[src/rtl/assert_macros.svh]
// Assertion macros shared by the RTL.
// No dependencies; empty bodies under SYNTHESIS.
`ifndef ASSERT_MACROS_SVH
`define ASSERT_MACROS_SVH
`ifndef SYNTHESIS
`define ASSERT_IMPL(label, clk, rst_n, prop) \
    label: assert property (@(posedge clk) disable iff (!rst_n) prop) else $error("assert failed");
`define ASSERT_NEVER(label, clk, rst_n, expr) \
    label: assert property (@(posedge clk) disable iff (!rst_n) !(expr)) else $error("never failed");
`else
`define ASSERT_IMPL(label, clk, rst_n, prop)
`define ASSERT_NEVER(label, clk, rst_n, expr)
`endif
`endif

[src/rtl/kuz_pkg.sv]
// Kuznyechik package: payload types, S-box tables, GF(2^8) helpers.
// No dependencies.
package kuz_pkg;
    localparam int ROUND_KEY_COUNT = 10;
    localparam int KEY_WORDS = 4;
    localparam logic [1:0] CFG_KEY0 = 2'd0;

    typedef struct packed {
        logic        func;
        logic [63:0] block_hi;
        logic [63:0] block_lo;
    } kuz_in_t;

    typedef struct packed {
        logic [63:0] result_hi;
        logic [63:0] result_lo;
    } kuz_out_t;

    typedef struct packed {
        logic         start;
        logic         inverse;
        logic [127:0] din;
    } kuz_lin_req_t;

    localparam logic [7:0] SBOX [256] = '{
        8'd252,8'd238,8'd221,8'd17,8'd207,8'd110,8'd49,8'd22,8'd251,8'd196,8'd250,8'd218,8'd35,8'd197,8'd4,8'd77,
        8'd233,8'd119,8'd240,8'd219,8'd147,8'd46,8'd153,8'd186,8'd23,8'd54,8'd241,8'd187,8'd20,8'd205,8'd95,8'd193,
        8'd249,8'd24,8'd101,8'd90,8'd226,8'd92,8'd239,8'd33,8'd129,8'd28,8'd60,8'd66,8'd139,8'd1,8'd142,8'd79,
        8'd5,8'd132,8'd2,8'd174,8'd227,8'd106,8'd143,8'd160,8'd6,8'd11,8'd237,8'd152,8'd127,8'd212,8'd211,8'd31,
        8'd235,8'd52,8'd44,8'd81,8'd234,8'd200,8'd72,8'd171,8'd242,8'd42,8'd104,8'd162,8'd253,8'd58,8'd206,8'd204,
        8'd181,8'd112,8'd14,8'd86,8'd8,8'd12,8'd118,8'd18,8'd191,8'd114,8'd19,8'd71,8'd156,8'd183,8'd93,8'd135,
        8'd21,8'd161,8'd150,8'd41,8'd16,8'd123,8'd154,8'd199,8'd243,8'd145,8'd120,8'd111,8'd157,8'd158,8'd178,8'd177,
        8'd50,8'd117,8'd25,8'd61,8'd255,8'd53,8'd138,8'd126,8'd109,8'd84,8'd198,8'd128,8'd195,8'd189,8'd13,8'd87,
        8'd223,8'd245,8'd36,8'd169,8'd62,8'd168,8'd67,8'd201,8'd215,8'd121,8'd214,8'd246,8'd124,8'd34,8'd185,8'd3,
        8'd224,8'd15,8'd236,8'd222,8'd122,8'd148,8'd176,8'd188,8'd220,8'd232,8'd40,8'd80,8'd78,8'd51,8'd10,8'd74,
        8'd167,8'd151,8'd96,8'd115,8'd30,8'd0,8'd98,8'd68,8'd26,8'd184,8'd56,8'd130,8'd100,8'd159,8'd38,8'd65,
        8'd173,8'd69,8'd70,8'd146,8'd39,8'd94,8'd85,8'd47,8'd140,8'd163,8'd165,8'd125,8'd105,8'd213,8'd149,8'd59,
        8'd7,8'd88,8'd179,8'd64,8'd134,8'd172,8'd29,8'd247,8'd48,8'd55,8'd107,8'd228,8'd136,8'd217,8'd231,8'd137,
        8'd225,8'd27,8'd131,8'd73,8'd76,8'd63,8'd248,8'd254,8'd141,8'd83,8'd170,8'd144,8'd202,8'd216,8'd133,8'd97,
        8'd32,8'd113,8'd103,8'd164,8'd45,8'd43,8'd9,8'd91,8'd203,8'd155,8'd37,8'd208,8'd190,8'd229,8'd108,8'd82,
        8'd89,8'd166,8'd116,8'd210,8'd230,8'd244,8'd180,8'd192,8'd209,8'd102,8'd175,8'd194,8'd57,8'd75,8'd99,8'd182
    };

    localparam logic [7:0] LCOEF [16] = '{
        8'd148,8'd32,8'd133,8'd16,8'd194,8'd192,8'd1,8'd251,
        8'd1,8'd192,8'd194,8'd16,8'd133,8'd32,8'd148,8'd1
    };

    function automatic logic [7:0] sbox_inv(input logic [7:0] v);
        logic [7:0] r;
        r = 8'd0;
        for (int i = 0; i < 256; i++)
        begin
            if (SBOX[i] == v)
            begin
                r = 8'(i);
            end
        end
        return r;
    endfunction

    function automatic logic [7:0] gf_mul(input logic [7:0] a, input logic [7:0] b);
        logic [8:0] x;
        logic [7:0] acc;
        x = {1'b0, a};
        acc = 8'd0;
        for (int i = 0; i < 8; i++)
        begin
            if (b[i])
            begin
                acc = acc ^ x[7:0];
            end
            x = {x[7:0], 1'b0};
            if (x[8])
            begin
                x = x ^ 9'h1C3;
            end
        end
        return acc;
    endfunction

    function automatic logic [127:0] sub_bytes(input logic [127:0] v, input logic inv);
        logic [127:0] r;
        for (int i = 0; i < 16; i++)
        begin
            r[i*8 +: 8] = inv ? sbox_inv(v[i*8 +: 8]) : SBOX[v[i*8 +: 8]];
        end
        return r;
    endfunction
endpackage

[src/rtl/kuz_lin.sv]
// Kuznyechik linear layer: one LFSR step per cycle, 16 steps per call.
// Depends on kuz_pkg.
module kuz_lin
    import kuz_pkg::*;
(
    input  logic         clk,
    input  logic         rst_n,
    input  kuz_lin_req_t req,
    output logic         done,
    output logic [127:0] dout
);
    logic [127:0] data_reg, data_next;
    logic [3:0]   cnt_reg, cnt_next;
    logic         busy_reg, busy_next;
    logic         inv_reg, inv_next;
    logic         done_reg, done_next;
    logic [127:0] rot;
    logic [7:0]   t;

    // byte 0 is bits [127:120]
    always_comb
    begin
        rot = inv_reg ? {data_reg[119:0], data_reg[127:120]} : data_reg;
        t = 8'd0;
        for (int i = 0; i < 16; i++)
        begin
            t = t ^ gf_mul(rot[127 - 8*i -: 8], LCOEF[i]);
        end
    end

    always_comb
    begin
        data_next = data_reg;
        cnt_next = cnt_reg;
        busy_next = busy_reg;
        inv_next = inv_reg;
        done_next = 1'b0;
        if (req.start)
        begin
            data_next = req.din;
            inv_next = req.inverse;
            cnt_next = 4'd0;
            busy_next = 1'b1;
        end
        else if (busy_reg)
        begin
            data_next = inv_reg ? {rot[127:8], t} : {t, data_reg[127:8]};
            cnt_next = cnt_reg + 4'd1;
            if (cnt_reg == 4'd15)
            begin
                busy_next = 1'b0;
                done_next = 1'b1;
            end
        end
    end

    always_ff @(posedge clk or negedge rst_n)
    begin
        if (!rst_n)
        begin
            busy_reg <= 1'b0;
            done_reg <= 1'b0;
            cnt_reg <= 4'd0;
            inv_reg <= 1'b0;
        end
        else
        begin
            busy_reg <= busy_next;
            done_reg <= done_next;
            cnt_reg <= cnt_next;
            inv_reg <= inv_next;
        end
    end

    always_ff @(posedge clk)
    begin
        data_reg <= data_next;
    end

    assign done = done_reg;
    assign dout = data_reg;
endmodule

[config.mk]
export PLATFORM = sky130hd
export DESIGN_NAME = kuz_lin
export DESIGN_NICKNAME = d
export VERILOG_FILES = /design/src/rtl/assert_macros.svh /design/src/rtl/kuz_pkg.sv /design/src/rtl/kuz_lin.sv
export SDC_FILE = /design/constraint.sdc
export NUM_CORES = 1
export LEC_CHECK = 0
export BUFFER_PORTS_ARGS = -buffer_cell sky130_fd_sc_hd__buf_2
export CAP_MARGIN = 20
export CELL_PAD_IN_SITES_DETAIL_PLACEMENT = 0
export CELL_PAD_IN_SITES_GLOBAL_PLACEMENT = 1
export CORE_ASPECT_RATIO = 0.8
export CORE_MARGIN = 5
export CORE_UTILIZATION = 43
export CTS_CLUSTER_SIZE = 12
export DETAILED_ROUTE_END_ITERATION = 8
export GPL_TIMING_DRIVEN = 1
export PLACE_DENSITY = 0.9
export SLEW_MARGIN = 0
export SYNTH_ARGS = -nofsm -noshare
export SYNTH_HDL_FRONTEND = slang
export SYNTH_SLANG_ARGS = --single-unit
[constraint.sdc]
create_clock -name clk -period 4.1 [get_ports clk]
set_input_delay 0.41 -clock clk [delete_from_list [all_inputs] [get_ports clk]]
set_output_delay 0.41 -clock clk [all_outputs]
set_load 0.01 [all_outputs]
# After elaboration in Yosys (flattened, before gate mapping)

Cells that the tools add are included.

Flip-flop bits (word level): 135

$add $sub $neg: 1
Eq/ne operators: 1
Mux-type cells: 93
Bitwise operators: 116
Reduce and logical (&&, ||, !) cells: 1

Operators with widths:

| operator                                                      | number |
|---|---|
| 8-bit two-way mux                                             | 81 |
| 128-bit two-way mux                                           | 4 |
| 4-bit NOT                                                     | 81 |
| 8-bit bitwise XOR                                             | 35 |
| 4-bit two-way mux                                             | 2 |
| 1-bit two-way mux                                             | 6 |
| 4-bit by 1-bit adder with 4-bit output, second input constant | 1 |
| 4-bit == test, second input constant                          | 1 |
| 2-bit nonzero test                                            | 1 |

# Longest topological paths before layout

Gate-level depths: netlist of the first run.

Depth after elaboration: 34
Depth in mapped cells: 14
Depth with buffers taken out: 9

# Least setup slack after synthesis of the first run

OpenSTA, ideal clock, no wires.

Path type: flip-flop to flip-flop
Start point: register data_reg[23], in the netlist dout[23]
End point: register data_reg[121], in the netlist dout[121] (data pin)
Setup time: 267 ps
Data arrival time: 2706 ps
Required time: 3833 ps
Slack: 1127 ps
Cell stages (with the launch flop): 11
Period minus slack after synthesis: 2973 ps
Cell sequence: edfxtp_1 > buf_4 > xor2_1 > mux2_2 > xnor3_1 > xnor2_2 > xnor3_1 > xnor2_1 > xnor2_1 > xor2_1 > a21oi_1

Longest elaborated chain between the ends: 19

Ends and longest elaborated chain:

| element                                                  | line          | source |
|---|---|---|
| start: declaration                                       | kuz_lin.sv:12 | `logic [127:0] data_reg, data_next;` |
| start signal: assignment                                 | kuz_lin.sv:77 | `data_reg <= data_next;` |
| 128-bit two-way mux (*)                                  | kuz_lin.sv:23 | `rot = inv_reg ? {data_reg[119:0], data_reg[127:120]} : data_reg;` |
| 8-bit two-way mux                                        | kuz_pkg.sv:74 | `if (x[8])` |
| 8-bit two-way mux or 4-bit NOT (tied branches)           | -             |  |
| 4-bit NOT (no line) or 8-bit two-way mux (tied branches) | -             |  |
| 8-bit two-way mux                                        | kuz_pkg.sv:74 |  |
| 8-bit two-way mux or 4-bit NOT (tied branches)           | -             |  |
| 4-bit NOT (no line) or 8-bit two-way mux (tied branches) | -             |  |
| 8-bit two-way mux                                        | kuz_pkg.sv:74 |  |
| (+2 left out)                                            | -             |  |
| 8-bit two-way mux                                        | kuz_pkg.sv:74 |  |
| 8-bit bitwise XOR                                        | kuz_pkg.sv:71 | `acc = acc ^ x[7:0];` |
| 8-bit bitwise XOR                                        | kuz_lin.sv:27 | `t = t ^ gf_mul(rot[127 - 8*i -: 8], LCOEF[i]);` |
| 8-bit bitwise XOR (*) (3 in a row)                       | kuz_lin.sv:27 |  |
| 128-bit two-way mux (*)                                  | kuz_lin.sv:47 | `data_next = inv_reg ? {rot[127:8], t} : {t, data_reg[127:8]};` |
| 128-bit two-way mux (*)                                  | kuz_lin.sv:45 | `else if (busy_reg)` |
| 128-bit two-way mux (*)                                  | kuz_lin.sv:38 | `if (req.start)` |
| net data_next[121]                                       | kuz_lin.sv:12 |  |

Mark *: on every way through the listed nets, which the timed path passes. The rest lies on a longest branch. The select of a mux whose other input is x is not followed.
A chain may end at the register's enable or synchronous reset.

# Final worst setup path of the first run

Start point: register data_reg[15], in the netlist dout[15]
End point: register data_reg[127], in the netlist dout[127] (data pin)

Longest elaborated chain between the ends: 17

Ends and longest elaborated chain:

| element                                                  | line |
|---|---|
| 128-bit two-way mux (*)                                  | kuz_lin.sv:23 |
| 8-bit two-way mux                                        | kuz_pkg.sv:74 |
| 8-bit two-way mux or 4-bit NOT (tied branches)           | - |
| 4-bit NOT (no line) or 8-bit two-way mux (tied branches) | - |
| 8-bit two-way mux                                        | kuz_pkg.sv:74 |
| 8-bit two-way mux or 4-bit NOT (tied branches)           | - |
| 4-bit NOT (no line) or 8-bit two-way mux (tied branches) | - |
| 8-bit two-way mux                                        | kuz_pkg.sv:74 |
| 8-bit two-way mux or 4-bit NOT (tied branches)           | - |
| 4-bit NOT (no line) or 8-bit two-way mux (tied branches) | - |
| 8-bit two-way mux                                        | kuz_pkg.sv:74 |
| 8-bit bitwise XOR                                        | kuz_pkg.sv:71 |
| 8-bit bitwise XOR (*) (2 in a row)                       | kuz_lin.sv:27 |
| 128-bit two-way mux (*)                                  | kuz_lin.sv:47 |
| 128-bit two-way mux (*)                                  | kuz_lin.sv:45 |
| 128-bit two-way mux (*)                                  | kuz_lin.sv:38 |
| net data_next[127]                                       | kuz_lin.sv:12 |

Marks and branches as above.

==> results of run 1 <==
-- where the power goes --
part	switching [mW]	internal, mW
combinational	3.93	4.16
sequential	0.712	1.91
clock	0.662	0.952
-- worst min-delay path by stage --
| stage | start | end | slack, ps | cells after the start |
|---|---|---|---|---|
| after global routing | req[128] | inv_reg$_DFFE_PN0P_ | 240 | 3 |
| after CTS | req[128] | inv_reg$_DFFE_PN0P_ | 230 | 3 |
| after global placement | rst_n | done$_DFF_PN0_ | 260 | 1 |
| final | req[128] | inv_reg$_DFFE_PN0P_ | 230 | 3 |
| after floorplan | rst_n | busy_reg$_DFF_PN0_ | 110 | 0 |
| after detailed placement | rst_n | done$_DFF_PN0_ | 260 | 1 |
-- per-stage QoR --
stage | setup slack, ps | power (mW) | instance area (sq um)
after floorplan | 1130 | 8.70 | 11400
after global placement | 493 | 10.6 | 13000
after detailed placement | 527 | 10.6 | 13000
after CTS | 511 | 12.3 | 13600
after global routing | 339 | 13.0 | 13600
final | 544 | 12.3 | 13600
-- Yosys cell counts (all sizes together) --
cell	instances	area [sq um]
xor3	3	72.6
xor2	134	1170
nand3	1	5.00
nor2	15	56.3
edfxtp	128	3840
nand4	1	6.26
a2bb2oi	4	35.0
mux2	2	22.5
buf	39	262
mux2i	183	1860
dfrtp	7	175
or2	1	6.26
clkbuf	70	265
o22ai	2	12.5
nand2	134	503
xnor2	184	1690
a21oi	22	110
nor3b	1	7.51
o31ai	1	12.5
nor2b	3	18.8
ha	1	12.5
o21ai	127	636
a22oi	4	30.0
inv	3	13.8
xnor3	27	609
-- cells by family (layout without fill, tap and decap cells) --
| group | Yosys count | in the layout | share of synthesized area [%] |
|---|---|---|---|
| XOR/XNOR | 348 | 348 | 31.0 |
| multiplexers | 185 | 185 | 16.4 |
| AO/OA/AOI/OAI | 160 | 160 | 7.31 |
| AND/OR/NAND/NOR | 156 | 156 | 5.28 |
| flip-flops | 135 | 135 | 35.2 |
| buffers and inverters | 112 | 332 | 4.73 |
| adder cells (fa/ha/maj) | 1 | 1 | 0.109 |
-- per-layer routing --
metal / track usage [%] / up-vias
li1: - / 4149
met5: 0 / -
met2: 42.5 / 504
met4: 5.26 / 2
met3: 5.86 / 49
met1: 43.9 / 4490
-- what timing repair did --
item | CTS | global route
hold buffers | 1 | 0
endpoints found under the hold margin | 7 | 0
setup endpoints to repair | 0 | 0
-- critical path, cell delays in order (launching register included) --
cell and delay [ps]:
edfxtp_1 530, xnor2_1 200, xnor2_1 630, xor3_1 450, mux2i_1 230, xnor3_1 490, xnor2_2 230, xnor3_1 380
nand2_1 100, a2bb2oi_1 60
-- final cells by class --
cell class                      instances  share of cell area, %
Tap cell                              357                   3.29
Sequential cell                       135                   29.7
Clock inverter                         13                   1.14
Inverter                                3                  0.101
Clock buffer                           18                   3.16
Multi-Input combinational cell        850                   50.7
Timing Repair Buffer                  298                   11.9
==> impl_metrics.env, run 1 <==
export IMPL_status="finished clean"
export IMPL_mostFrequentLayoutCells="259 x buf_2, 179 x mux2i_1, 177 x xnor2_1"
export IMPL_netlist_instances=1097
export IMPL_hold_class="in -> reg"
export IMPL_syn_area_sq_mm=0.0114
export IMPL_die_y_microns=156
export IMPL_layout_nets=1438
export IMPL_syn_nets=1230
export IMPL_grt_usage_pct=28.7
export IMPL_maxCapViolCount=0
export IMPL_wl_met3_microns=4190
export IMPL_insertion_delay_ps=440
export IMPL_core_area_sq_mm=0.0263
export IMPL_multiInputGateArea_sq_mm=0.00687
export IMPL_cts_tree="yes"
export IMPL_hold_viol=0
export IMPL_antenna_left=0
export IMPL_ys_types=37
export IMPL_grt_pass1_vias=8899
export IMPL_ys_seq_area_share_pct=35.2
export IMPL_syn_area_per_cell_sq_um=10.4
export IMPL_wl_per_cell_microns=26.4
export IMPL_setup_violations=0
export IMPL_syn_to_final_growth_pct=18.6
export IMPL_yosys_warnings=0
export IMPL_dieArea_sq_mm=0.0300
export IMPL_r2r_slack_ps=540
export IMPL_ys_ff_latch=135
export IMPL_dp_cells=1642
export IMPL_final_max_slew_violation_count=0
export IMPL_rsz0062_at_grt="false"
export IMPL_top_layer_used="met5"
export IMPL_port_buffers=260
export IMPL_first_pass_iters=5
export IMPL_startpoint="dout[15]$_DFFE_PP_"
export IMPL_antenna_found_initial=1
export IMPL_first_iter_violations=973
export IMPL_crit_end="dout[127]$_DFFE_PP_"
export IMPL_path_max_fanout=6
export IMPL_drc=0
export IMPL_cts_sinks=135
export IMPL_grt_max_degree=94
export IMPL_vias=9194
export IMPL_post_route_period_util_pct=86.7
export IMPL_arrival_ps=3740
export IMPL_cp_start_kind="register"
export IMPL_start_util_pct=43.5
export IMPL_post_route_util_pct=51.6
export IMPL_fmax_mhz=281
export IMPL_vias_per_cell=5.49
export IMPL_r2r_start="dout[15]$_DFFE_PP_"
export IMPL_io_pins=261
export IMPL_num_antenna_cells=0
export IMPL_rows=53
export IMPL_final_common_cell="buf_2"
export IMPL_die_x_microns=192
export IMPL_drive_gt1_share_pct=26.0
export IMPL_met2WireLength_microns=19300
export IMPL_nFillCells=2496
export IMPL_largest_reg_flops=128
export IMPL_end_kind="register"
export IMPL_worstSetupPathType="reg -> reg"
export IMPL_path_clk_slew_ps=70
export IMPL_setup_tns_ps=0
export IMPL_routed_wl_microns=44200
export IMPL_instances_no_fill=1674
export IMPL_maxSlewHeadroom_pct=35.1
export IMPL_cts_made_buffers=17
export IMPL_tightest_slew_ps=973
export IMPL_clockBufferDepth=2
export IMPL_dp_final_hpwl_microns=33200
export IMPL_required_ps=4280
export IMPL_root_buffer="clkbuf_16"
export IMPL_worstReg2RegEnd="dout[127]$_DFFE_PP_"
export IMPL_cts_resized=0
export IMPL_period_needed_ps=3560
export IMPL_fin_skew_ps=11.7
export IMPL_reg2reg_depth=9
export IMPL_wl_met1_microns=20100
export IMPL_place_congestion=1.02
export IMPL_p_leak_nw=6.16
export IMPL_power_density_mw_per_mm2=909
export IMPL_ff_latch_area_sq_mm=0.00402
export IMPL_grt_first_pass_wirelength_microns=62400
export IMPL_grt_overflow=0
export IMPL_ir_worst_vdd_mv=1.12
export IMPL_cts_setup_buffers=0
export IMPL_cts_htree_levels=4
export IMPL_fin_hold_ws_ps=233
(Power assumes the default switching activity.)
==> run 2: changes to the inputs <==
- CORE_ASPECT_RATIO: 0.8 -> 0.6
==> impl_metrics.env, run 2 (synthesis gave the netlist of run 1 again) <==
export IMPL_routed_wl_microns=46100
export IMPL_hold_viol=0
export IMPL_root_buffer="clkbuf_16"
export IMPL_vias_per_cell=5.60
export IMPL_hold_buffers=1
export IMPL_insertion_delay_ps=440
export IMPL_final_common_cell="buf_2"
export IMPL_p_switching_mw=5.82
export IMPL_dp_final_hpwl_microns=34900
export IMPL_worstSetupPathType="reg -> reg"
export IMPL_path_clk_slew_ps=60
export IMPL_mostFrequentLayoutCells="259 x buf_2, 179 x mux2i_1, 177 x xnor2_1"
export IMPL_period_needed_ps=3610
export IMPL_core_area_sq_mm=0.0263
export IMPL_clockBufferDepth=2
export IMPL_ff_latch_area_sq_mm=0.00402
export IMPL_r2r_slack_ps=490
export IMPL_min_path_cells=3
export IMPL_path_max_fanout=21
export IMPL_combPwrFrac_pct=67.8
export IMPL_fmax_mhz=277
export IMPL_largest_reg_flops=128
export IMPL_worstReg2RegEnd="dout[3]$_DFFE_PP_"
export IMPL_status="finished clean"
export IMPL_hp_start="req[105]"
export IMPL_rows=46
export IMPL_cts_setup_buffers=0
export IMPL_hold_class="in -> reg"
export IMPL_num_antenna_cells=0
export IMPL_p_int_mw=7.14
export IMPL_cts_made_buffers=17
export IMPL_wl_per_cell_microns=27.2
export IMPL_grt_overflow=0
export IMPL_antenna_left=0
export IMPL_required_ps=4270
export IMPL_instances_no_fill=1694
export IMPL_die_y_microns=136
export IMPL_setup_violations=0
export IMPL_final_max_slew_violation_count=0
export IMPL_die_x_microns=220
export IMPL_first_pass_iters=5
export IMPL_maxCapViolCount=0
export IMPL_grt_pass1_vias=9102
export IMPL_cts_resized=0
export IMPL_post_route_util_pct=52.0
export IMPL_drc=0
export IMPL_multiInputGateArea_sq_mm=0.00687
export IMPL_p_clk_share_pct=12.2
export IMPL_cts_sinks=135
export IMPL_tightest_slew_ps=1010
export IMPL_reg2reg_depth=10
export IMPL_place_congestion=0.974
export IMPL_antenna_found_initial=1
export IMPL_first_iter_violations=1243
export IMPL_pwr_share_seq_pct=20.0
export IMPL_port_buffers=260
export IMPL_post_route_period_util_pct=88.0
export IMPL_p_leak_nw=6.23
export IMPL_start_util_pct=43.5
export IMPL_r2r_start="inv_reg$_DFFE_PN0P_"
export IMPL_setup_tns_ps=0
export IMPL_maxSlewHeadroom_pct=32.9
export IMPL_cts_htree_levels=4
export IMPL_sw_frac_of_total_pct=44.9
export IMPL_arrival_ps=3780
export IMPL_hold_end="dout[105]$_DFFE_PP_"
export IMPL_rsz0062_at_grt="false"
export IMPL_dp_cells=1661
export IMPL_dieArea_sq_mm=0.0301
export IMPL_fin_skew_ps=10.5
export IMPL_pre_cts_ws_ps=554
export IMPL_end_kind="register"
export IMPL_grt_usage_pct=30.0
export IMPL_grt_max_degree=114
export IMPL_drive_gt1_share_pct=26.8
export IMPL_ir_worst_vdd_mv=0.868
export IMPL_final_setup_worst_slack_ps=491
export IMPL_vias=9488
export IMPL_power_density_mw_per_mm2=947
export IMPL_io_pins=261
export IMPL_layout_nets=1454
export IMPL_cts_tree="yes"
export IMPL_syn_to_final_growth_pct=19.6
export IMPL_grt_first_pass_wirelength_microns=64100
export IMPL_nFillCells=2418
export IMPL_cp_start_kind="register"
-- run 2: cell count changes in the layout (fill, tap and decap cells not counted), sizes merged --
cell / before / now
clkbuf: 18 / 20
inv: 5 / 3
buf: 297 / 313
clkinvlp: 0 / 1
-- run 2: area by class of cell --
type	instances	share of cell area [%]
Clock inverter	12	0.979
Timing Repair Buffer	314	12.7
Tap cell	360	3.29
Clock buffer	20	3.19
Inverter	3	0.101
Multi-Input combinational cell	850	50.3
Sequential cell	135	29.4
-- run 2: critical path: stages, from the launching register on --
cell and delay [ps]:
dfrtp_4 570, inv_4 240, buf_4 360, mux2i_1 340
xnor2_1 130, xnor2_1 350, xnor2_1 250, xnor3_1 480
xnor2_1 180, mux2i_1 320, o21ai_1 110
-- run 2: power groups by stage --
stage	combinational (mW)	sequential [mW]	clock [mW]
6_report	8.78	2.59	1.58
5_1_grt	9.21	2.59	1.64
4_1_cts	8.67	2.56	1.59
3_5_place_dp	8.58	2.58	0
3_3_place_gp	8.64	2.58	0
2_1_floorplan	6.41	2.29	0
-- run 2: worst max-delay path by stage --
stage               depth (start not counted)           startpoint             endpoint
finish                                     10  inv_reg$_DFFE_PN0P_    dout[3]$_DFFE_PP_
global route                               10  inv_reg$_DFFE_PN0P_    dout[3]$_DFFE_PP_
CTS                                        10  inv_reg$_DFFE_PN0P_    dout[3]$_DFFE_PP_
detailed placement                         10  inv_reg$_DFFE_PN0P_    dout[3]$_DFFE_PP_
global placement                           10  inv_reg$_DFFE_PN0P_    dout[3]$_DFFE_PP_
floorplan                                  10   dout[23]$_DFFE_PP_  dout[121]$_DFFE_PP_
-- run 2: per-stage QoR --
stage / hold slack [ps] / area (sq um) / total power, mW
after global routing: 245 / 13700 / 13.4
final: 247 / 13700 / 13.0
after global placement: 275 / 13100 / 11.2
after CTS: 226 / 13700 / 12.8
after detailed placement: 271 / 13100 / 11.2
after floorplan: 114 / 11400 / 8.70
-- run 2: metal layers --
layer	GRT usage, %	vias to the layer above	part of all wire [%]
met4	6.16	2	1.6
met3	9.24	53	12
li1	-	4171	-
met1	45.5	4677	45
met5	0	-	0.028
met2	42.0	585	41
